`src/rtl/swerve_inverse_kinematics_defines.svh`:
```
// Assertion macros shared by the swerve kinematics RTL.
`ifndef SWERVE_INVERSE_KINEMATICS_DEFINES_SVH
`define SWERVE_INVERSE_KINEMATICS_DEFINES_SVH

// Check that a condition implies another in the same cycle.
`define SIK_ASSERT_SAME(lbl, ante, cons, msg) \
    lbl: assert property (@(posedge clk) disable iff (!rst_n) (ante) |-> (cons)) \
        else $error(msg);

// Check that a condition implies another in the next cycle.
`define SIK_ASSERT_NEXT(lbl, ante, cons, msg) \
    lbl: assert property (@(posedge clk) disable iff (!rst_n) (ante) |=> (cons)) \
        else $error(msg);

`endif

```
`src/rtl/sik_pkg.sv`:
```
`default_nettype none

package sik_pkg;

    // Sizes
    localparam int CORDIC_STEPS_DEF = 16;
    localparam int ATAN_ENTRIES     = 24;
    localparam int QUEUE_DEPTH      = 4;
    localparam int NUM_WHEELS       = 4;

    localparam int VEL_W      = 15;
    localparam int YAW_W      = 16;
    localparam int RAD_W      = 10;
    localparam int DIST_W     = 11;
    localparam int CFG_W      = 11;
    localparam int CFG_ADDR_W = 2;
    localparam int SPEED_W    = 20;
    localparam int ANGLE_W    = 16;
    localparam int ACC_W      = 32;

    // Internal datapath widths
    localparam int TRANS_W = 41;   // vel * 1000 * 2^16
    localparam int WD_W    = 28;   // yaw * dist
    localparam int ROT_W   = 43;   // yaw * dist * 46341
    localparam int VEC_W   = 44;   // wheel vector before CORDIC
    localparam int CW      = 46;   // CORDIC x/y with gain growth

    // Register indexes
    localparam logic [CFG_ADDR_W-1:0] REG_WHEEL_RADIUS = 2'd0;
    localparam logic [CFG_ADDR_W-1:0] REG_CENTER_DIST  = 2'd1;
    localparam logic [RAD_W-1:0]      RADIUS_RESET     = 10'd76;
    localparam logic [DIST_W-1:0]     DIST_RESET       = 11'd300;

    // Constants
    localparam logic [16:0]  HALF_ROOT2_Q16 = 17'd46341;
    localparam logic [15:0]  GAIN_INV_Q16   = 16'd39797;
    localparam logic [10:0]  MM_PER_M       = 11'd1000;
    localparam logic [1:0]   WHEEL_FIRST    = 2'd0;
    localparam logic [1:0]   WHEEL_LAST     = 2'd3;
    localparam logic [1:0]   WHEEL_FL       = 2'd0;
    localparam logic [1:0]   WHEEL_RL       = 2'd1;
    localparam logic [1:0]   WHEEL_RR       = 2'd2;
    localparam logic [1:0]   WHEEL_FR       = 2'd3;
    // Tangent sign per wheel, bit k set means negative
    localparam logic [3:0]   SX_NEG         = 4'b0011;
    localparam logic [3:0]   SY_NEG         = 4'b0110;

    // One queued velocity command
    typedef struct packed {
        logic signed [TRANS_W-1:0] tx;
        logic signed [TRANS_W-1:0] ty;
        logic signed [ROT_W-1:0]   rot;
    } cmd_t;

    // Per-wheel tag carried down the back pipeline
    typedef struct packed {
        logic       zero;
        logic [1:0] wheel;
    } tag_t;

    // Arctangent of 2^-i in 2^-32 turns
    function automatic logic [ACC_W-1:0] atan_turn(input int unsigned idx);
        logic [ACC_W-1:0] v;
        unique case (idx)
            0:  v = 32'd536870912;
            1:  v = 32'd316933406;
            2:  v = 32'd167458907;
            3:  v = 32'd85004756;
            4:  v = 32'd42667331;
            5:  v = 32'd21354465;
            6:  v = 32'd10679838;
            7:  v = 32'd5340245;
            8:  v = 32'd2670163;
            9:  v = 32'd1335087;
            10: v = 32'd667544;
            11: v = 32'd333772;
            12: v = 32'd166886;
            13: v = 32'd83443;
            14: v = 32'd41721;
            15: v = 32'd20861;
            16: v = 32'd10430;
            17: v = 32'd5215;
            18: v = 32'd2608;
            19: v = 32'd1304;
            20: v = 32'd652;
            21: v = 32'd326;
            22: v = 32'd163;
            23: v = 32'd81;
            default: v = '0;
        endcase
        return v;
    endfunction

endpackage

`default_nettype wire

```
`src/rtl/sik_fifo.sv`:
```
`default_nettype none

module sik_fifo #(
    parameter int DEPTH = sik_pkg::QUEUE_DEPTH
) (
    input  wire logic                         clk,
    input  wire logic                         rst_n,
    input  wire logic                         push,
    input  wire sik_pkg::cmd_t                din,
    input  wire logic                         pop,
    output sik_pkg::cmd_t                     dout,
    output logic                              empty,
    output logic [$clog2(DEPTH+1)-1:0]        level
);

    `include "swerve_inverse_kinematics_defines.svh"

    localparam int PTR_W = (DEPTH > 1) ? $clog2(DEPTH) : 1;
    localparam int LVL_W = $clog2(DEPTH+1);

    sik_pkg::cmd_t      mem_reg [DEPTH];
    logic [PTR_W-1:0]   wr_ptr_reg, wr_ptr_next;
    logic [PTR_W-1:0]   rd_ptr_reg, rd_ptr_next;
    logic [LVL_W-1:0]   count_reg, count_next;

    // Advance pointers with wrap at the depth
    always_comb
    begin
        wr_ptr_next = wr_ptr_reg;
        rd_ptr_next = rd_ptr_reg;
        count_next  = count_reg;
        if (push)
        begin
            wr_ptr_next = (wr_ptr_reg == PTR_W'(DEPTH-1)) ? '0 : wr_ptr_reg + 1'b1;
        end
        if (pop)
        begin
            rd_ptr_next = (rd_ptr_reg == PTR_W'(DEPTH-1)) ? '0 : rd_ptr_reg + 1'b1;
        end
        if (push && !pop)
        begin
            count_next = count_reg + 1'b1;
        end
        else if (pop && !push)
        begin
            count_next = count_reg - 1'b1;
        end
    end

    always_ff @(posedge clk or negedge rst_n)
    begin
        if (!rst_n)
        begin
            wr_ptr_reg <= '0;
            rd_ptr_reg <= '0;
            count_reg  <= '0;
        end
        else
        begin
            wr_ptr_reg <= wr_ptr_next;
            rd_ptr_reg <= rd_ptr_next;
            count_reg  <= count_next;
        end
    end

    // Store the incoming word
    always_ff @(posedge clk)
    begin
        if (push)
        begin
            mem_reg[wr_ptr_reg] <= din;
        end
    end

    assign dout  = mem_reg[rd_ptr_reg];
    assign empty = (count_reg == '0);
    assign level = count_reg;

    `SIK_ASSERT_SAME(a_no_overflow, push && !pop, count_reg != LVL_W'(DEPTH),
        "queue written while full")
    `SIK_ASSERT_SAME(a_no_underflow, pop, count_reg != '0,
        "queue read while empty")

endmodule

`default_nettype wire

```
`config.mk`:
```
export PLATFORM = sky130hd
export DESIGN_NAME = sik_fifo
export DESIGN_NICKNAME = d
export VERILOG_FILES = /design/src/rtl/sik_pkg.sv /design/src/rtl/sik_fifo.sv
export VERILOG_INCLUDE_DIRS = /design/src /design/src/rtl
export SDC_FILE = /design/constraint.sdc
export NUM_CORES = 1
export LEC_CHECK = 0
export ABC_AREA = 1
export BUFFER_PORTS_ARGS = -buffer_cell sky130_fd_sc_hd__buf_2
export CORE_MARGIN = 2
export CORE_UTILIZATION = 45
export CTS_CLUSTER_SIZE = 16
export DETAILED_ROUTE_END_ITERATION = 16
export PLACE_DENSITY = 0.67
export SLEW_MARGIN = 25
export SYNTH_ARGS = -nofsm -noshare
export SYNTH_HDL_FRONTEND = slang
export SYNTH_SLANG_ARGS = --single-unit
```
`constraint.sdc`:
```
create_clock -name clk -period 3.4 [get_ports clk]
set_clock_uncertainty 0.05 [all_clocks]
set_input_delay 0.68 -clock clk [delete_from_list [all_inputs] [get_ports clk]]
set_output_delay 0.68 -clock clk [all_outputs]
set_load 0.1 [all_outputs]
```
# Word-level counts from Yosys, hierarchy flattened
# Memory sizes are Yosys's and may differ from the RTL's.
# Index checks and enable logic that the tools add are counted.
# Widths: inputs -> output; s select.
[classes]
n_addsub = 4
n_mul = 0
n_div = 0
n_lt_le_gt_ge = 0
n_eq_ne = 2
shift = 0
n_mux = 6
bitwise = 0
reduce_logical = 6
[ops]
columns = ["op", "count"]
rows = [
  ["$mux 3", 2],
  ["$add 2x1->2 const B", 2],
  ["$eq 2x2->1 const B", 2],
  ["$mux 2", 2],
  ["$add 3x1->3 const B", 1],
  ["$logic_not 3->1", 1],
  ["$sub 3x1->3 const B", 1],
  ["$logic_and 1x1->1", 2],
  ["$logic_not 1->1", 2],
  ["$mux 1", 2],
  ["$reduce_bool 2->1", 1],
]
[word_totals]
ff_bits = 7
latchBits = 0
ram_bits = 500
romBits = 0
in_bits = 129
output_inout_bits = 129
wordCells = 22
memories = 1
[mem_list]
columns = ["name", "depth", "word_bits", "rd", "rd_clocked_by_memory_dff", "write_ports", "line_no", "rtl"]
rows = [
  ["mem_reg", 4, 125, 1, 0, 1, "sik_fifo.sv:21", "sik_pkg::cmd_t mem_reg [DEPTH];"],
]

# Longest topological paths before layout
[logic_depth]
ltp_word = 4
mapped_depth = 9

# Worst setup path before layout
# OpenSTA, ideal clock, no wires.
[synth_path]
path_kind = "register to output"
from = "register count_reg[0], in the netlist level[0]"
to = "output port empty"
arrival_ns = 2.995
required_ns = 2.670
path_slack_ns = -0.325
path_stages_with_launch = 2
path_cell_list = "dfrtp_1 > nor3_1"
[synth_between]
elab_chain_cells = 1
[synth_lines]
columns = ["element", "line_no", "rtl"]
rows = [
  ["start, declared", "sik_fifo.sv:24", "logic [LVL_W-1:0] count_reg, count_next;"],
  ["start signal, assigned", "sik_fifo.sv:62", "count_reg <= count_next;"],
  ["$logic_not 3->1", "sik_fifo.sv:76", "assign empty = (count_reg == '0);"],
  ["end, declared", "sik_fifo.sv:12", "output logic empty,"],
]
# Every way passes these cells.

==> results.py <==
metrics = {
    "status": {
        "outcome": "finished, final reports clean",
    },
    "floorplanning": {
        "start_util": 0.458,
        "rows": 77,
        "ios": 258,
        "core_area_um2": 44400,
        "die-area_um2": 46900,
        "die_w_um": 217,
        "fp.dieH_um": 217,
    },
    "clock_tree": {
        "clockBufferDepth": 3,
        "cts_buffers": 51,
        "clkTransAtPathRegs_ns": 0.06,
        "clkSinkCount": 507,
        "htreeDepth": 2,
        "cts_setup_buffers": 0,
        "cts-root-buf": "clkbuf_16",
        "clk_latency_ns": 0.58,
        "cts_tree": "yes",
    },
    "global_routing": {
        "antenna_found_initial": 13,
        "grt_overflow": 0,
        "grtUsageTotal": 0.179,
        "grt_pass1_wl_mm": 64.7,
        "grt_max_degree": 126,
        "grt_pass1_vias": 11839,
    },
    "sta": {
        "max_freq_mhz": 321,
        "tns_ns": 0,
        "fin_hold_ws_ns": 0.245,
        "slew_headroom": 0.439,
        "min_period_ns": 3.11,
        "post-route-period-util": 0.916,
        "rsz0062_at_grt": "false",
        "finalHoldViolations": 0,
        "worst_pin_slew_ns": 0.842,
        "drv_slew": 0,
        "setup_viol": 0,
    },
    "placed_design": {
        "gp_congestion": 0.732,
        "dpl.hpwl_mm": 24.2,
        "portBuffers": 257,
        "place_area_um2": 23900,
    },
    "final_layout": {
        "final_area_um2": 25600,
        "fin_nets": 1894,
        "largest_reg_flops": 500,
        "area.growth.synth_to_final_pct": 25.9,
        "drive_gt1_frac": 0.201,
    },
    "yosys": {
        "synth_top_area_cell": "edfxtp_1",
        "synthTopCellsByCount": "edfxtp_1, nand2_1, inv_1",
        "avgSynthCellArea_um2": 13.5,
        "synth.area.top_cells": "edfxtp_1, o211ai_1, nand2_1, inv_1, buf_6",
        "yosys_warnings": 0,
        "ys.flop_type": "edfxtp_1",
        "synth_cell_type_count": 19,
        "ys_ff_latch": 507,
        "synth_edf_count": 500,
        "synth_top_area_share": 0.738,
        "synth.most_common_cell": "edfxtp_1",
        "seq_area_frac_synth": 0.747,
        "netlist_area_um2": 20300,
        "synthCells": 1509,
        "async_reset_ff_frac": 0.0138,
        "synth_nets": 1645,
    },
    "worst_setup_path": {
        "start_kind": "register",
        "critPathCaptureType": "output pin",
        "cp_data_arrival_time_ns": 2.38,
        "crit_type": "register to output pin",
        "cp_slowest_cell": "dfrtp_1",
        "crit_chain": "clkinv_8, buf_4, o211ai_1, nand2_1, buf_12",
        "cp_max_fo": 85,
        "cp.required_ns": 2.67,
        "rrSetupSlack_ns": 1.44,
        "cpPeakStageDelay_ns": 0.48,
    },
    "drt": {
        "first_pass_iters": 4,
        "wire_per_inst_um": 17.4,
        "drt-total-wl_mm": 41.7,
        "drt_iter0_drc": 759,
        "num_vias": 11923,
        "ant_nets": 0,
        "vias_per_cell": 4.97,
        "drc": 0,
    },
    "flow_run": {
        "maxCapViolCount": 0,
    },
    "hold_path": {
        "worstHoldPathType": "input port to register",
    },
}
[stage by stage]
stage               setup slack [ns]   util  std cells
CTS                            0.157  0.576       2392
global placement               0.880  0.539       2296
finish                         0.287  0.576       2398
global route                   0.103  0.576       2397
floorplan                      0.347      -       1509
detailed placement             0.813  0.539       2296
[timing repair]
item,CTS,global route
hold buffers,1,0
hold endpoints to repair,7,0
gates resized for setup,0,1
endpoints found under the setup margin,0,1
[critical path, delay by kind of cell, from the launching register on]
kind	cells	cell delay, ns
buffers and inverters	3	0.90
flip-flops	1	0.48
AO/OA/AOI/OAI	1	0.22
AND/OR/NAND/NOR	1	0.17
[cells in the final DEF (no fill, tap or decap), types with 12 or more instances in the layout]
cell type  count
clkinv_2      14
clkbuf_16     52
buf_12       139
o211ai_1     250
nand2_1      390
clkinv_1      12
edfxtp_1     500
buf_2        132
inv_1        257
[cell type report]
cell class,instances,area [um^2]
fill,3450,18800
timing repair buffer,278,3500
antenna,6,15.0
clock inverter,37,323
multi-input combinational,657,3490
inverter,263,1020
tap,592,741
clock buffer,58,1320
sequential,507,15200
[logic make-up after synthesis]
logic type / count (synthesis) / synth area share
XOR/XNOR: 1 / 0.000431
buffers and inverters: 345 / 0.0816
AND/OR/NAND/NOR: 395 / 0.0732
flip-flops: 507 / 0.747
adder cells (fa/ha/maj): 7 / 0.00468
AO/OA/AOI/OAI: 254 / 0.0933
[routing by layer]
metal  part of all wire  wire [um]  GRT usage  up-vias
met3              0.066       2740     0.0385       78
met4              0.021        862     0.0621       14
met5             0.0023         95          0        -
met2               0.48      20100      0.293      316
li1                   -          -          -     5781
met1               0.43      17900      0.237     5734
[worst paths after layout]
check | startpoint | cells past startpoint | endpoint
max | rd_ptr_reg[0] | 5 | dout[114]
min | din[122] | 1 | mem_reg[0][122]
max reg2reg | wr_ptr_reg[0] | 5 | mem_reg[0][57]
max in group asynchronous | rst_n | 2 | rd_ptr_reg[1]
min reg2reg | level[2] | 2 | level[2]
min in group asynchronous | rst_n | 2 | rd_ptr_reg[1]
Power is left out: the tool's default activity adds up to more than one toggle a clock period on the data nets, which glitch-free logic cannot reach.
