===== src/rtl/swerve_inverse_kinematics_defines.svh =====
// Assertion macros shared by the swerve kinematics RTL.
`ifndef SWERVE_INVERSE_KINEMATICS_DEFINES_SVH
`define SWERVE_INVERSE_KINEMATICS_DEFINES_SVH

// Check that a condition implies another in the same cycle.
`define SIK_ASSERT_SAME(lbl, ante, cons, msg) \
    lbl: assert property (@(posedge clk) disable iff (!rst_n) (ante) |-> (cons)) \
        else $error(msg);

// Check that a condition implies another in the next cycle.
`define SIK_ASSERT_NEXT(lbl, ante, cons, msg) \
    lbl: assert property (@(posedge clk) disable iff (!rst_n) (ante) |=> (cons)) \
        else $error(msg);

`endif


===== src/rtl/sik_pkg.sv =====
`default_nettype none

package sik_pkg;

    // Sizes
    localparam int CORDIC_STEPS_DEF = 16;
    localparam int ATAN_ENTRIES     = 24;
    localparam int QUEUE_DEPTH      = 4;
    localparam int NUM_WHEELS       = 4;

    localparam int VEL_W      = 15;
    localparam int YAW_W      = 16;
    localparam int RAD_W      = 10;
    localparam int DIST_W     = 11;
    localparam int CFG_W      = 11;
    localparam int CFG_ADDR_W = 2;
    localparam int SPEED_W    = 20;
    localparam int ANGLE_W    = 16;
    localparam int ACC_W      = 32;

    // Internal datapath widths
    localparam int TRANS_W = 41;   // vel * 1000 * 2^16
    localparam int WD_W    = 28;   // yaw * dist
    localparam int ROT_W   = 43;   // yaw * dist * 46341
    localparam int VEC_W   = 44;   // wheel vector before CORDIC
    localparam int CW      = 46;   // CORDIC x/y with gain growth

    // Register indexes
    localparam logic [CFG_ADDR_W-1:0] REG_WHEEL_RADIUS = 2'd0;
    localparam logic [CFG_ADDR_W-1:0] REG_CENTER_DIST  = 2'd1;
    localparam logic [RAD_W-1:0]      RADIUS_RESET     = 10'd76;
    localparam logic [DIST_W-1:0]     DIST_RESET       = 11'd300;

    // Constants
    localparam logic [16:0]  HALF_ROOT2_Q16 = 17'd46341;
    localparam logic [15:0]  GAIN_INV_Q16   = 16'd39797;
    localparam logic [10:0]  MM_PER_M       = 11'd1000;
    localparam logic [1:0]   WHEEL_FIRST    = 2'd0;
    localparam logic [1:0]   WHEEL_LAST     = 2'd3;
    localparam logic [1:0]   WHEEL_FL       = 2'd0;
    localparam logic [1:0]   WHEEL_RL       = 2'd1;
    localparam logic [1:0]   WHEEL_RR       = 2'd2;
    localparam logic [1:0]   WHEEL_FR       = 2'd3;
    // Tangent sign per wheel, bit k set means negative
    localparam logic [3:0]   SX_NEG         = 4'b0011;
    localparam logic [3:0]   SY_NEG         = 4'b0110;

    // One queued velocity command
    typedef struct packed {
        logic signed [TRANS_W-1:0] tx;
        logic signed [TRANS_W-1:0] ty;
        logic signed [ROT_W-1:0]   rot;
    } cmd_t;

    // Per-wheel tag carried down the back pipeline
    typedef struct packed {
        logic       zero;
        logic [1:0] wheel;
    } tag_t;

    // Arctangent of 2^-i in 2^-32 turns
    function automatic logic [ACC_W-1:0] atan_turn(input int unsigned idx);
        logic [ACC_W-1:0] v;
        unique case (idx)
            0:  v = 32'd536870912;
            1:  v = 32'd316933406;
            2:  v = 32'd167458907;
            3:  v = 32'd85004756;
            4:  v = 32'd42667331;
            5:  v = 32'd21354465;
            6:  v = 32'd10679838;
            7:  v = 32'd5340245;
            8:  v = 32'd2670163;
            9:  v = 32'd1335087;
            10: v = 32'd667544;
            11: v = 32'd333772;
            12: v = 32'd166886;
            13: v = 32'd83443;
            14: v = 32'd41721;
            15: v = 32'd20861;
            16: v = 32'd10430;
            17: v = 32'd5215;
            18: v = 32'd2608;
            19: v = 32'd1304;
            20: v = 32'd652;
            21: v = 32'd326;
            22: v = 32'd163;
            23: v = 32'd81;
            default: v = '0;
        endcase
        return v;
    endfunction

endpackage

`default_nettype wire


===== src/rtl/sik_front.sv =====
`default_nettype none

module sik_front #(
    parameter int DEPTH = sik_pkg::QUEUE_DEPTH
) (
    input  wire logic                                clk,
    input  wire logic                                rst_n,
    input  wire logic                                start,
    output logic                                     busy,
    input  wire logic signed [sik_pkg::VEL_W-1:0]    vel_fwd_mm_s,
    input  wire logic signed [sik_pkg::VEL_W-1:0]    vel_left_mm_s,
    input  wire logic signed [sik_pkg::YAW_W-1:0]    yaw_rate_mrad_s,
    input  wire logic [sik_pkg::DIST_W-1:0]          center_to_wheel_mm,
    input  wire logic [$clog2(DEPTH+1)-1:0]          queue_level,
    output logic                                     push,
    output sik_pkg::cmd_t                            cmd
);

    localparam int LVL_W = $clog2(DEPTH+1);

    logic                                   accept;
    logic [LVL_W:0]                         occupancy;
    logic signed [sik_pkg::TRANS_W-1:0]     tx_scaled, ty_scaled;
    logic signed [sik_pkg::WD_W-1:0]        wd_prod;
    logic signed [sik_pkg::ROT_W-1:0]       rot_prod;

    logic                                   v1_reg, v2_reg;
    logic signed [sik_pkg::TRANS_W-1:0]     tx1_reg, ty1_reg, tx2_reg, ty2_reg;
    logic signed [sik_pkg::WD_W-1:0]        wd1_reg;
    logic signed [sik_pkg::ROT_W-1:0]       rot2_reg;

    // Hold off while queue plus words in flight could fill it
    assign occupancy = (LVL_W+1)'(queue_level) + (LVL_W+1)'(v1_reg) + (LVL_W+1)'(v2_reg);
    assign busy      = occupancy >= (LVL_W+1)'(DEPTH);
    assign accept    = start && !busy;

    // Scale translation to mm/s * 1000 * 2^16 and form yaw * distance
    assign tx_scaled = (sik_pkg::TRANS_W'(vel_fwd_mm_s)
                        * sik_pkg::TRANS_W'($signed({1'b0, sik_pkg::MM_PER_M}))) <<< 16;
    assign ty_scaled = (sik_pkg::TRANS_W'(vel_left_mm_s)
                        * sik_pkg::TRANS_W'($signed({1'b0, sik_pkg::MM_PER_M}))) <<< 16;
    assign wd_prod   = sik_pkg::WD_W'(yaw_rate_mrad_s)
                        * sik_pkg::WD_W'($signed({1'b0, center_to_wheel_mm}));

    // Apply the half root two tangent factor
    assign rot_prod  = sik_pkg::ROT_W'(wd1_reg)
                        * sik_pkg::ROT_W'($signed({1'b0, sik_pkg::HALF_ROOT2_Q16}));

    always_ff @(posedge clk or negedge rst_n)
    begin
        if (!rst_n)
        begin
            v1_reg <= 1'b0;
            v2_reg <= 1'b0;
        end
        else
        begin
            v1_reg <= accept;
            v2_reg <= v1_reg;
        end
    end

    always_ff @(posedge clk)
    begin
        tx1_reg  <= tx_scaled;
        ty1_reg  <= ty_scaled;
        wd1_reg  <= wd_prod;
        tx2_reg  <= tx1_reg;
        ty2_reg  <= ty1_reg;
        rot2_reg <= rot_prod;
    end

    assign push    = v2_reg;
    assign cmd.tx  = tx2_reg;
    assign cmd.ty  = ty2_reg;
    assign cmd.rot = rot2_reg;

endmodule

`default_nettype wire


===== config.mk =====
export PLATFORM = sky130hd
export DESIGN_NAME = sik_front
export DESIGN_NICKNAME = d
export VERILOG_FILES = /design/src/rtl/swerve_inverse_kinematics_defines.svh /design/src/rtl/sik_pkg.sv /design/src/rtl/sik_front.sv
export SDC_FILE = /design/constraint.sdc
export NUM_CORES = 1
export LEC_CHECK = 0
export BUFFER_PORTS_ARGS = -buffer_cell sky130_fd_sc_hd__buf_2
export CELL_PAD_IN_SITES_DETAIL_PLACEMENT = 0
export CELL_PAD_IN_SITES_GLOBAL_PLACEMENT = 1
export CORE_AREA = 5 5 220 222
export CTS_BUF_LIST = sky130_fd_sc_hd__clkbuf_2
export CTS_CLUSTER_DIAMETER = 50
export DETAILED_ROUTE_END_ITERATION = 12
export DIE_AREA = 0 0 225 227
export HOLD_SLACK_MARGIN = 0.12
export PLACE_DENSITY_LB_ADDON = 0.15
export SLEW_MARGIN = 20
export SYNTH_ARGS = -nofsm -noshare
export SYNTH_HDL_FRONTEND = slang
export SYNTH_SLANG_ARGS = --single-unit

===== constraint.sdc =====
create_clock -name clk -period 6.3 [get_ports clk]
set_clock_uncertainty 0.15 [all_clocks]
set_input_delay 0 -clock clk [delete_from_list [all_inputs] [get_ports clk]]
set_output_delay 0 -clock clk [all_outputs]
set_load 0.005 [all_outputs]

* Word level (Yosys, flattened, before mapping) *
Index checks and enable logic that the tools add are counted.

word-level totals
  register bits = 161
  word-level logic and storage cells = 17
  output and inout port bits = 127
  input port bits = 63

operators by class
  $add $sub $neg = 2
  order comparisons = 1
  multiply operators = 4
  reduce and logical (&&, ||, !) cells = 2

operator list
  kind                      number
  $mul A15 B8 Y22 const B   2
  $mul A28 B17 Y43 const B  1
  $mul A16 B12 Y28          1
  $add A3 B1 Y4             1
  $add A4 B1 Y4             1
  $ge A4 B3 Y1 const B      1
  $logic_and A1 B1 Y1       1
  $logic_not A1 Y1          1

* Logic depth before layout (Yosys ltp) *
Gate-level depths: netlist of the first run.

  depth after elaboration = 5
  mapped depth = 22

* Worst setup path before layout of the first run *
OpenSTA, ideal clock, no wires.

  kind = register -> register
  start point = register wd1_reg[9] (netlist name)
  end point = register rot2_reg[40] (netlist name)
  setup time = 0.072 ns
  data required time = 6.078 ns
  cell stages (with the launch flop) = 23
  path slack = 0.514 ns
  data arrival time = 5.564 ns
  path through = dfxtp_1 -> ha_1 -> inv_1 -> fa_1 -> inv_1 -> fa_1 -> fa_1 -> fa_1 -> inv_1 -> fa_1 -> inv_1 -> ha_1 -> buf_6 -> a21o_1 -> a21o_1 -> a21o_1 -> a222oi_1 -> a211oi_1 -> nor3_2 -> nor2_1 -> a221o_1 -> a21oi_2 -> xnor2_1

between the ends
  cells in the longest elaborated chain, start to end = 1

RTL lines
  item                    line             source
  start, declared         sik_front.sv:29  logic signed [sik_pkg::WD_W-1:0] wd1_reg;
  start signal, assigned  sik_front.sv:67  wd1_reg <= wd_prod;
  $mul A28 B17 Y43        sik_front.sv:47  * sik_pkg::ROT_W'($signed({1'b0, sik_pkg::HALF_ROOT2_Q16}));
  net rot_prod, one bit   sik_front.sv:25  logic signed [sik_pkg::ROT_W-1:0] rot_prod;
  end signal, assigned    sik_front.sv:70  rot2_reg <= rot_prod;
  end, declared           sik_front.sv:30  logic signed [sik_pkg::ROT_W-1:0] rot2_reg;

The timed path passes the listed nets, and every way through them passes these cells.

* Worst setup path in the final report of the first run *
  start point = input vel_left_mm_s[0] (netlist name)
  end point = register ty1_reg[40] (netlist name)

between the ends
  cells in the longest elaborated chain, start to end = 1

RTL lines
  item                    line             source
  start, declared         sik_front.sv:11  input wire logic signed [sik_pkg::VEL_W-1:0] vel_left_mm_s,
  $mul A15 B8 Y22         sik_front.sv:41  * sik_pkg::TRANS_W'($signed({1'b0, sik_pkg::MM_PER_M}))) <<< 16;
  net ty_scaled, one bit  sik_front.sv:23  logic signed [sik_pkg::TRANS_W-1:0] tx_scaled, ty_scaled;
  end signal, assigned    sik_front.sv:66  ty1_reg <= ty_scaled;
  end, declared           sik_front.sv:28  logic signed [sik_pkg::TRANS_W-1:0] tx1_reg, ty1_reg, tx2_reg, ty2_reg;

The timed path passes the listed nets, and every way through them passes these cells.

==> results of run 1 <==
metrics by stage:
| step | instances | util | TNS [ns] |
|---|---|---|---|
| final | 3248 | 0.564 | 0 |
| after global routing | 3248 | 0.564 | -0.0135 |
| after CTS | 3245 | 0.562 | 0 |
| after detailed placement | 3060 | 0.523 | 0 |
| after global placement | 3060 | 0.523 | 0 |
| after floorplan | 2366 | - | 0 |
kinds of logic after synthesis:
family | Yosys count | synth area share
and+or+nand+nor | 347 | 0.0724
buffers and inverters | 737 | 0.128
other | 1 | 0.000164
adders and majority gates | 782 | 0.562
AOI/OAI and AO/OA | 197 | 0.0569
DFF | 161 | 0.141
xor gates and xnor gates | 104 | 0.0398
routing by layer:
layer / up-vias / global-route usage / part of all wire
met5: - / 0 / 0
met4: 0 / 0.0521 / 0.018
met3: 49 / 0.0276 / 0.028
met2: 199 / 0.322 / 0.47
met1: 7443 / 0.274 / 0.48
li1: 7549 / - / -
area by class of cell:
| cell class | count | area share |
|---|---|---|
| Clock buffer | 17 | 0.00327 |
| Timing Repair Buffer | 310 | 0.0896 |
| Tap cell | 607 | 0.0292 |
| Sequential cell | 161 | 0.125 |
| Antenna cell | 1 | 0.0000961 |
| Clock inverter | 15 | 0.00726 |
| Multi-Input combinational cell | 1468 | 0.649 |
| Inverter | 669 | 0.0964 |
worst reg2reg max path: stages, from the launching register on:
cell	delay [ns]
sky130_fd_sc_hd__dfxtp_1	0.39
sky130_fd_sc_hd__buf_4	0.16
sky130_fd_sc_hd__ha_1	0.28
sky130_fd_sc_hd__inv_1	0.05
sky130_fd_sc_hd__fa_1	0.50
sky130_fd_sc_hd__inv_1	0.05
sky130_fd_sc_hd__fa_1	0.55
sky130_fd_sc_hd__fa_1	0.42
sky130_fd_sc_hd__fa_1	0.48
sky130_fd_sc_hd__inv_1	0.05
sky130_fd_sc_hd__fa_1	0.47
sky130_fd_sc_hd__inv_1	0.04
sky130_fd_sc_hd__ha_1	0.35
sky130_fd_sc_hd__a21o_1	0.18
sky130_fd_sc_hd__a21o_1	0.22
sky130_fd_sc_hd__a222oi_1	0.34
sky130_fd_sc_hd__buf_4	0.18
sky130_fd_sc_hd__a211oi_1	0.13
sky130_fd_sc_hd__nor3_2	0.20
sky130_fd_sc_hd__nor2_1	0.11
sky130_fd_sc_hd__a221o_1	0.35
sky130_fd_sc_hd__a21oi_2	0.15
sky130_fd_sc_hd__xnor2_1	0.12
timing repair:
item	in CTS	in global routing
endpoints found under the setup margin	0	7
setup buffers	0	2
hold buffers	153	0
gates resized for setup	0	21
endpoints found under the hold margin	64	0
worst max path at each step:
stage | startpoint | slack, ns | end | cells after the start
floorplan | wd1_reg[9]$_DFF_P_ | 0.51 | rot2_reg[40]$_DFF_P_ | 22
global placement | wd1_reg[9]$_DFF_P_ | 0.20 | rot2_reg[40]$_DFF_P_ | 21
detailed placement | wd1_reg[8]$_DFF_P_ | 0.18 | rot2_reg[40]$_DFF_P_ | 21
CTS | wd1_reg[8]$_DFF_P_ | 0.03 | rot2_reg[40]$_DFF_P_ | 21
global route | wd1_reg[9]$_DFF_P_ | -0.01 | rot2_reg[40]$_DFF_P_ | 22
finish | vel_left_mm_s[0] | 0.15 | ty1_reg[40]$_DFF_P_ | 21
layout by cell type, fill, tap and decap left out, types with 19 or more instances in the layout:
| master | n |
|---|---|
| sky130_fd_sc_hd__inv_1 | 669 |
| sky130_fd_sc_hd__fa_1 | 408 |
| sky130_fd_sc_hd__ha_1 | 374 |
| sky130_fd_sc_hd__dlygate4sd3_1 | 153 |
| sky130_fd_sc_hd__buf_2 | 151 |
| sky130_fd_sc_hd__dfxtp_1 | 149 |
| sky130_fd_sc_hd__nand2_1 | 144 |
| sky130_fd_sc_hd__xnor2_1 | 81 |
| sky130_fd_sc_hd__and2_1 | 65 |
| sky130_fd_sc_hd__a21oi_1 | 59 |
| sky130_fd_sc_hd__nor2_1 | 51 |
| sky130_fd_sc_hd__conb_1 | 38 |
| sky130_fd_sc_hd__a21o_1 | 31 |
| sky130_fd_sc_hd__xor2_1 | 23 |
| sky130_fd_sc_hd__o21ai_0 | 19 |
==> report_table.html, run 1 <==
<table>
<tr><th>Metric</th><th>Value</th></tr>
<tr><th colspan="2">Die</th></tr>
<tr><td>Core area</td><td>46200 um2</td></tr>
<tr><td>Site row count</td><td>79</td></tr>
<tr><td>Floorplan die height</td><td>227 um</td></tr>
<tr><td>I/O pins</td><td>190</td></tr>
<tr><td>Initial core utilization</td><td>0.495</td></tr>
<tr><td>Die Span X</td><td>225 um</td></tr>
<tr><td>Total Die Area</td><td>51100 um2</td></tr>
<tr><th colspan="2">Yosys</th></tr>
<tr><td>Portion of synthesized cell area occupied by the leading cell type</td><td>0.357</td></tr>
<tr><td>Post-synthesis instance area</td><td>22900 um2</td></tr>
<tr><td>Largest area contributor in the netlist</td><td>sky130_fd_sc_hd__fa_1</td></tr>
<tr><td>Share of synthesized registers carrying an async set or reset</td><td>0.0124</td></tr>
<tr><td>Most numerous cell types in the synthesized netlist</td><td>669 x sky130_fd_sc_hd__inv_1, 408 x sky130_fd_sc_hd__fa_1, 374 x sky130_fd_sc_hd__ha_1</td></tr>
<tr><td>Number of warnings issued by yosys</td><td>0</td></tr>
<tr><td>Most instantiated library cell after synthesis</td><td>sky130_fd_sc_hd__inv_1</td></tr>
<tr><td>Flops &amp; latches, synth</td><td>161</td></tr>
<tr><td>Most used flip-flop cell after synthesis</td><td>sky130_fd_sc_hd__dfxtp_1</td></tr>
<tr><td>Mean area per synthesized cell</td><td>~10 um2</td></tr>
<tr><td>Top cells by area, synth</td><td>sky130_fd_sc_hd__fa_1 36%, sky130_fd_sc_hd__ha_1 20%, sky130_fd_sc_hd__dfxtp_1 14%</td></tr>
<tr><td>Number of enable-type register cells in the synthesized netlist</td><td>0</td></tr>
<tr><td>Sequential share of the synthesized area</td><td>0.141</td></tr>
<tr><td>Synthesized netlist cell count</td><td>2329</td></tr>
<tr><td>Post-synthesis cell type count</td><td>56</td></tr>
<tr><th colspan="2">Detailed routing</th></tr>
<tr><td>Post-route DRC violation count</td><td>0</td></tr>
<tr><td>ANT nets after route</td><td>0</td></tr>
<tr><td>Routed vias/inst</td><td>4.69</td></tr>
<tr><td>First-pass iteration count of the detailed router</td><td>5</td></tr>
<tr><td>Iter 0 DRT Violations</td><td>674</td></tr>
<tr><td>Detail-routed net length per standard cell</td><td>about 14 um</td></tr>
<tr><td>Vias</td><td>around 15000</td></tr>
<tr><td>Sum of routed wire length over all layers</td><td>47000 um</td></tr>
<tr><th colspan="2">Timing</th></tr>
<tr><td>Share of the clock period used by the worst path</td><td>0.977</td></tr>
<tr><td>Final Hold Vio Count</td><td>0</td></tr>
<tr><td>Relative slew margins</td><td>0.510</td></tr>
<tr><td>Post-route worst hold slack</td><td>0.125 ns</td></tr>
<tr><td>Setup violations, final</td><td>0</td></tr>
<tr><td>Post-layout minimum cycle time</td><td>6.15 ns</td></tr>
<tr><td>Pins over their slew limit</td><td>0</td></tr>
<tr><td>Slew at the pin closest to its max-slew limit</td><td>0.717 ns</td></tr>
<tr><td>Worst Setup Slack, final</td><td>0.145 ns</td></tr>
<tr><td>Max Clk Rate</td><td>between 150 and 200 MHz</td></tr>
<tr><th colspan="2">Clock network</th></tr>
<tr><td>Bufs on Longest Clock Path</td><td>2</td></tr>
<tr><td>Clock tree from TritonCTS</td><td>yes</td></tr>
<tr><td>Number of buffers created by CTS</td><td>17</td></tr>
<tr><td>Skew-Pair Late Insertion Delay</td><td>a little over 1 ns</td></tr>
<tr><td>Clock edge transition at the registers on the reported setup and hold paths</td><td>0.33 ns</td></tr>
<tr><td>H-tree depth reported by CTS</td><td>4</td></tr>
<tr><td>Number of sinks on the clock net</td><td>approximately 160</td></tr>
<tr><td>CTS root buf</td><td>sky130_fd_sc_hd__clkbuf_2</td></tr>
<tr><th colspan="2">Finish</th></tr>
<tr><td>Layout Nets</td><td>around 3500</td></tr>
<tr><td>Proportion of layout cells with a drive suffix above 1</td><td>0.0814</td></tr>
<tr><td>Synthesis-to-finish area growth</td><td>13.9%</td></tr>
<tr><td>Layout filler cell count</td><td>4123</td></tr>
<tr><td>Max reg flops</td><td>43</td></tr>
<tr><td>Area of combinational cells with multiple inputs</td><td>16900 um2</td></tr>
<tr><td>Register area</td><td>3250 um2</td></tr>
<tr><td>Final std cell area, no fill</td><td>~26000 um2</td></tr>
<tr><th colspan="2">Setup path</th></tr>
<tr><td>Worst Setup Path Type</td><td>in -&gt; reg</td></tr>
<tr><td>Worst path top cell family by delay</td><td>buffers and inverters</td></tr>
<tr><td>Critical path launch point type</td><td>primary input</td></tr>
<tr><td>Buf/Inv on CP</td><td>9</td></tr>
<tr><td>Critical-path cell with the highest stage delay</td><td>sky130_fd_sc_hd__dlygate4sd3_1</td></tr>
<tr><td>Crit-path max FO</td><td>4</td></tr>
<tr><td>Worst Reg2Reg Path Length in Cells</td><td>22</td></tr>
<tr><td>Largest incremental delay on the critical path</td><td>0.66 ns</td></tr>
<tr><td>Capturing point of the worst reg2reg path</td><td>rot2_reg[40]$_DFF_P_</td></tr>
<tr><td>Startpoint of the worst-slack reg-to-reg timing path</td><td>wd1_reg[10]$_DFF_P_</td></tr>
<tr><td>Worst Path Arrival</td><td>6.90 ns</td></tr>
<tr><td>R2R setup slack</td><td>0.28 ns</td></tr>
<tr><td>Crit-path most repeated cell</td><td>sky130_fd_sc_hd__dlygate4sd3_1</td></tr>
<tr><td>Cells along the critical path</td><td>dlygate4sd3_1, buf_2, dlygate4sd3_1, ha_1, inv_1, fa_1, inv_1, fa_1, fa_1, dlygate4sd3_1, ha_1, dlygate4sd3_1, a21oi_2, o21bai_1, a21oi_2, o21ai_1, or4_1, nand4_1, dlygate4sd3_1, nand3_1, dlygate4sd3_1</td></tr>
<tr><td>Kind of end point of the critical path</td><td>register</td></tr>
<tr><td>Critical path required time</td><td>between 7 and 8 ns</td></tr>
<tr><th colspan="2">Global routing</th></tr>
<tr><td>Wire length of the first global-routing pass</td><td>around 80000 um</td></tr>
<tr><td>Total routing resource utilization after global routing</td><td>0.195</td></tr>
<tr><td>Via count of the first global-routing pass</td><td>16554</td></tr>
<tr><td>Initial antenna violation count</td><td>1</td></tr>
<tr><td>Maximum number of pins on one net before global-route repair</td><td>30</td></tr>
<tr><td>Global route total overflow</td><td>0</td></tr>
<tr><th colspan="2">Min path</th></tr>
<tr><td>Worst hold path depth</td><td>0</td></tr>
<tr><td>Type of the tightest min-delay check</td><td>reg -&gt; reg</td></tr>
<tr><td>Hold worst-path end</td><td>ty2_reg[30]$_DFF_P_</td></tr>
<tr><td>Start point of the worst min-delay path</td><td>ty1_reg[30]$_DFF_P_</td></tr>
<tr><th colspan="2">Placed design</th></tr>
<tr><td>Total cell area at the placement stage</td><td>~24000 um2</td></tr>
<tr><td>Final weighted congestion in routability-driven placement</td><td>0.861</td></tr>
<tr><td>Post-detail-place hpwl</td><td>39100 um</td></tr>
<tr><td>Worst Setup Slack post-DPL</td><td>0.177 ns</td></tr>
<tr><td>Number of buffer cells added on primary ports</td><td>between 150 and 200</td></tr>
<tr><th colspan="2">Run status</th></tr>
<tr><td>Run status</td><td>completed</td></tr>
<tr><th colspan="2">Job</th></tr>
<tr><td>Max-cap violations</td><td>0</td></tr>
</table>
Power of run 1 is left out: the tool's default activity adds up to more than one toggle a clock period on the data nets, which glitch-free logic cannot reach.
==> inputs of run 2 (changes only) <==
==> constraint.sdc (replaced) <==
create_clock -name clk -period 6.3 [get_ports clk]
set_clock_uncertainty 0.15 [all_clocks]
set_input_delay 0 -clock clk [delete_from_list [all_inputs] [get_ports clk]]
set_output_delay 0 -clock clk [all_outputs]
set_load 0.1 [all_outputs]
==> report_table.html, run 2 (synthesis gave the netlist of run 1 again) <==
<table>
<tr><th>Metric</th><th>Value</th></tr>
<tr><th colspan="2">Setup path</th></tr>
<tr><td>Worst path top cell family by delay</td><td>buffers and inverters (unchanged)</td></tr>
<tr><td>Worst Setup Path Type</td><td>in -&gt; reg (unchanged)</td></tr>
<tr><td>Largest incremental delay on the critical path</td><td>0.65 ns (was 0.66 ns)</td></tr>
<tr><td>Critical path launch point type</td><td>primary input (unchanged)</td></tr>
<tr><td>Worst Reg2Reg Path Length in Cells</td><td>22 (unchanged)</td></tr>
<tr><td>Crit-path max FO</td><td>3 (was 4)</td></tr>
<tr><td>Startpoint of the worst-slack reg-to-reg timing path</td><td>wd1_reg[10]$_DFF_P_ (unchanged)</td></tr>
<tr><td>Buf/Inv on CP</td><td>9 (unchanged)</td></tr>
<tr><td>Critical path required time</td><td>7.11 ns (was 7.05 ns)</td></tr>
<tr><td>R2R setup slack</td><td>0.28 ns (about the same)</td></tr>
<tr><td>Cells along the critical path</td><td>dlygate4sd3_1, dlygate4sd3_1, buf_2, dlygate4sd3_1, ha_1, inv_1, fa_1, inv_1, fa_1, fa_1, dlygate4sd3_1, ha_1, a21oi_1, o21bai_1, a21oi_1, o21bai_1, a41oi_1, nor2b_1, dlygate4sd3_1, xnor2_1, dlygate4sd3_1 (was dlygate4sd3_1, buf_2, dlygate4sd3_1, ha_1, inv_1, fa_1, inv_1, fa_1, fa_1, dlygate4sd3_1, ha_1, dlygate4sd3_1, a21oi_2, o21bai_1, a21oi_2, o21ai_1, or4_1, nand4_1, dlygate4sd3_1, nand3_1, dlygate4sd3_1)</td></tr>
<tr><td>Crit-path most repeated cell</td><td>sky130_fd_sc_hd__dlygate4sd3_1 (unchanged)</td></tr>
<tr><td>Worst Path Arrival</td><td>6.95 ns (was 6.90 ns)</td></tr>
<tr><td>Kind of end point of the critical path</td><td>register (unchanged)</td></tr>
<tr><td>Critical-path cell with the highest stage delay</td><td>sky130_fd_sc_hd__dlygate4sd3_1 (unchanged)</td></tr>
<tr><td>Capturing point of the worst reg2reg path</td><td>rot2_reg[40]$_DFF_P_ (unchanged)</td></tr>
<tr><th colspan="2">Min path</th></tr>
<tr><td>Hold worst-path end</td><td>ty2_reg[30]$_DFF_P_ (unchanged)</td></tr>
<tr><td>Start point of the worst min-delay path</td><td>ty1_reg[30]$_DFF_P_ (unchanged)</td></tr>
<tr><td>Type of the tightest min-delay check</td><td>reg -&gt; reg (unchanged)</td></tr>
<tr><td>Worst hold path depth</td><td>0 (unchanged)</td></tr>
<tr><th colspan="2">Detailed routing</th></tr>
<tr><td>Routed met2 length</td><td>22100 um (was 22300 um)</td></tr>
<tr><td>Post-route DRC violation count</td><td>0 (unchanged)</td></tr>
<tr><td>Wire length on met1</td><td>22500 um (was 22600 um)</td></tr>
<tr><td>Met3 WL post-DR</td><td>1320 um (was 1300 um)</td></tr>
<tr><td>Highest routed layer</td><td>met4 (unchanged)</td></tr>
<tr><td>ANT nets after route</td><td>0 (unchanged)</td></tr>
<tr><td>Vias</td><td>15219 (was 15240)</td></tr>
<tr><td>Detail-routed net length per standard cell</td><td>14.4 um (was 14.5 um)</td></tr>
<tr><td>Routed vias/inst</td><td>4.69 (about the same)</td></tr>
<tr><td>Sum of routed wire length over all layers</td><td>46800 um (was 47000 um)</td></tr>
<tr><td>First-pass iteration count of the detailed router</td><td>5 (unchanged)</td></tr>
<tr><td>Iter 0 DRT Violations</td><td>693 (was 674)</td></tr>
<tr><th colspan="2">Clock network</th></tr>
<tr><td>Clock tree from TritonCTS</td><td>yes (unchanged)</td></tr>
<tr><td>Clock edge transition at the registers on the reported setup and hold paths</td><td>0.31 ns (was 0.33 ns)</td></tr>
<tr><td>Skew-Pair Late Insertion Delay</td><td>1.00 ns (was 1.02 ns)</td></tr>
<tr><td>Bufs on Longest Clock Path</td><td>2 (unchanged)</td></tr>
<tr><td>H-tree depth reported by CTS</td><td>4 (unchanged)</td></tr>
<tr><td>Number of buffers created by CTS</td><td>17 (unchanged)</td></tr>
<tr><td>CTS root buf</td><td>sky130_fd_sc_hd__clkbuf_2 (unchanged)</td></tr>
<tr><td>Number of sinks on the clock net</td><td>161 (unchanged)</td></tr>
<tr><th colspan="2">Job</th></tr>
<tr><td>Max-cap violations</td><td>0 (unchanged)</td></tr>
<tr><th colspan="2">Global routing</th></tr>
<tr><td>Maximum number of pins on one net before global-route repair</td><td>30 (unchanged)</td></tr>
<tr><td>Total routing resource utilization after global routing</td><td>0.195 (about the same)</td></tr>
<tr><td>Wire length of the first global-routing pass</td><td>80800 um (was 80900 um)</td></tr>
<tr><td>Global route total overflow</td><td>0 (unchanged)</td></tr>
<tr><td>Initial antenna violation count</td><td>1 (unchanged)</td></tr>
<tr><td>Via count of the first global-routing pass</td><td>16539 (was 16554)</td></tr>
<tr><th colspan="2">Placed design</th></tr>
<tr><td>Final weighted congestion in routability-driven placement</td><td>0.861 (unchanged)</td></tr>
<tr><td>Cell Count Post-Placement</td><td>3060 (unchanged)</td></tr>
<tr><td>Number of buffer cells added on primary ports</td><td>151 (unchanged)</td></tr>
<tr><td>Post-detail-place hpwl</td><td>39100 um (unchanged)</td></tr>
<tr><td>Worst Setup Slack post-DPL</td><td>0.177 ns (unchanged)</td></tr>
<tr><td>Total cell area at the placement stage</td><td>24100 um2 (unchanged)</td></tr>
<tr><th colspan="2">Finish</th></tr>
<tr><td>Commonest cells after routing, fill and taps aside</td><td>669 x sky130_fd_sc_hd__inv_1, 408 x sky130_fd_sc_hd__fa_1, 374 x sky130_fd_sc_hd__ha_1 (unchanged)</td></tr>
<tr><td>Layout Nets</td><td>3472 (unchanged)</td></tr>
<tr><td>Register area</td><td>3250 um2 (unchanged)</td></tr>
<tr><td>Synthesis-to-finish area growth</td><td>13.9% (unchanged)</td></tr>
<tr><td>Area of combinational cells with multiple inputs</td><td>16900 um2 (unchanged)</td></tr>
<tr><td>Non-filler instance count after layout</td><td>3248 (unchanged)</td></tr>
<tr><td>Most common cell after layout, fill and taps aside</td><td>sky130_fd_sc_hd__inv_1 (unchanged)</td></tr>
<tr><td>Final std cell area, no fill</td><td>26000 um2 (unchanged)</td></tr>
<tr><td>Proportion of layout cells with a drive suffix above 1</td><td>0.0814 (unchanged)</td></tr>
<tr><td>Max reg flops</td><td>43 (unchanged)</td></tr>
<tr><td>Layout filler cell count</td><td>4119 (was 4123)</td></tr>
<tr><th colspan="2">Timing</th></tr>
<tr><td>Max Clk Rate</td><td>163 MHz (was 162 MHz)</td></tr>
<tr><td>Relative slew margins</td><td>0.510 (about the same)</td></tr>
<tr><td>Total negative slack for setup checks</td><td>0 ns (unchanged)</td></tr>
<tr><td>Share of the clock period used by the worst path</td><td>0.974 (was 0.977)</td></tr>
<tr><td>Final Hold Vio Count</td><td>0 (unchanged)</td></tr>
<tr><td>Pins over their slew limit</td><td>0 (unchanged)</td></tr>
<tr><td>Worst Setup Slack, final</td><td>0.164 ns (was 0.145 ns)</td></tr>
<tr><td>Setup violations, final</td><td>0 (unchanged)</td></tr>
<tr><td>Slew at the pin closest to its max-slew limit</td><td>0.717 ns (about the same)</td></tr>
<tr><td>Post-layout minimum cycle time</td><td>6.14 ns (was 6.15 ns)</td></tr>
<tr><th colspan="2">Die</th></tr>
<tr><td>Die Span X</td><td>225 um (unchanged)</td></tr>
<tr><td>Total Die Area</td><td>51100 um2 (unchanged)</td></tr>
<tr><td>Core area</td><td>46200 um2 (unchanged)</td></tr>
<tr><td>Floorplan die height</td><td>227 um (unchanged)</td></tr>
<tr><td>I/O pins</td><td>190 (unchanged)</td></tr>
<tr><td>Site row count</td><td>79 (unchanged)</td></tr>
<tr><td>Initial core utilization</td><td>0.495 (unchanged)</td></tr>
<tr><th colspan="2">Run status</th></tr>
<tr><td>Run status</td><td>completed (unchanged)</td></tr>
</table>
run 2: cell counts in the layout (fill, tap and decap cells not counted):
No cell type changed its count.
run 2: per-stage QoR:
stage	utilization	hold slack [ns]
4_1_cts	0.562	0.121
5_1_grt	0.564	0.176
2_1_floorplan	-	-0.446
6_report	0.564	0.141
3_5_place_dp	0.523	-0.361
3_3_place_gp	0.523	-0.364
run 2: worst max path at each step:
stage	start	cells after the start	endpoint
floorplan	wd1_reg[9]$_DFF_P_	22	rot2_reg[40]$_DFF_P_
global placement	wd1_reg[9]$_DFF_P_	21	rot2_reg[40]$_DFF_P_
detailed placement	wd1_reg[8]$_DFF_P_	21	rot2_reg[40]$_DFF_P_
CTS	wd1_reg[8]$_DFF_P_	21	rot2_reg[40]$_DFF_P_
global route	wd1_reg[9]$_DFF_P_	22	rot2_reg[40]$_DFF_P_
finish	vel_fwd_mm_s[1]	21	tx1_reg[33]$_DFF_P_
run 2: routing by layer:
layer  vias up  track usage
met3        46       0.0276
met2       192        0.321
li1       7545            -
met1      7436        0.275
met5         -            0
met4         0       0.0521
run 2: area by class of cell:
cell class	count	share of cell area
Inverter	669	0.0964
Clock buffer	17	0.00327
Multi-Input combinational cell	1468	0.649
Clock inverter	15	0.00726
Sequential cell	161	0.125
Tap cell	607	0.0292
Antenna cell	1	0.0000961
Timing Repair Buffer	310	0.0896
run 2: what timing repair did:
item	in CTS	in global routing
setup endpoints to repair	0	7
buffers inserted	0	2
resized for setup	0	21
hold buffers	153	1
endpoints found under the hold margin	63	4
Power of run 2 is left out for the same reason.
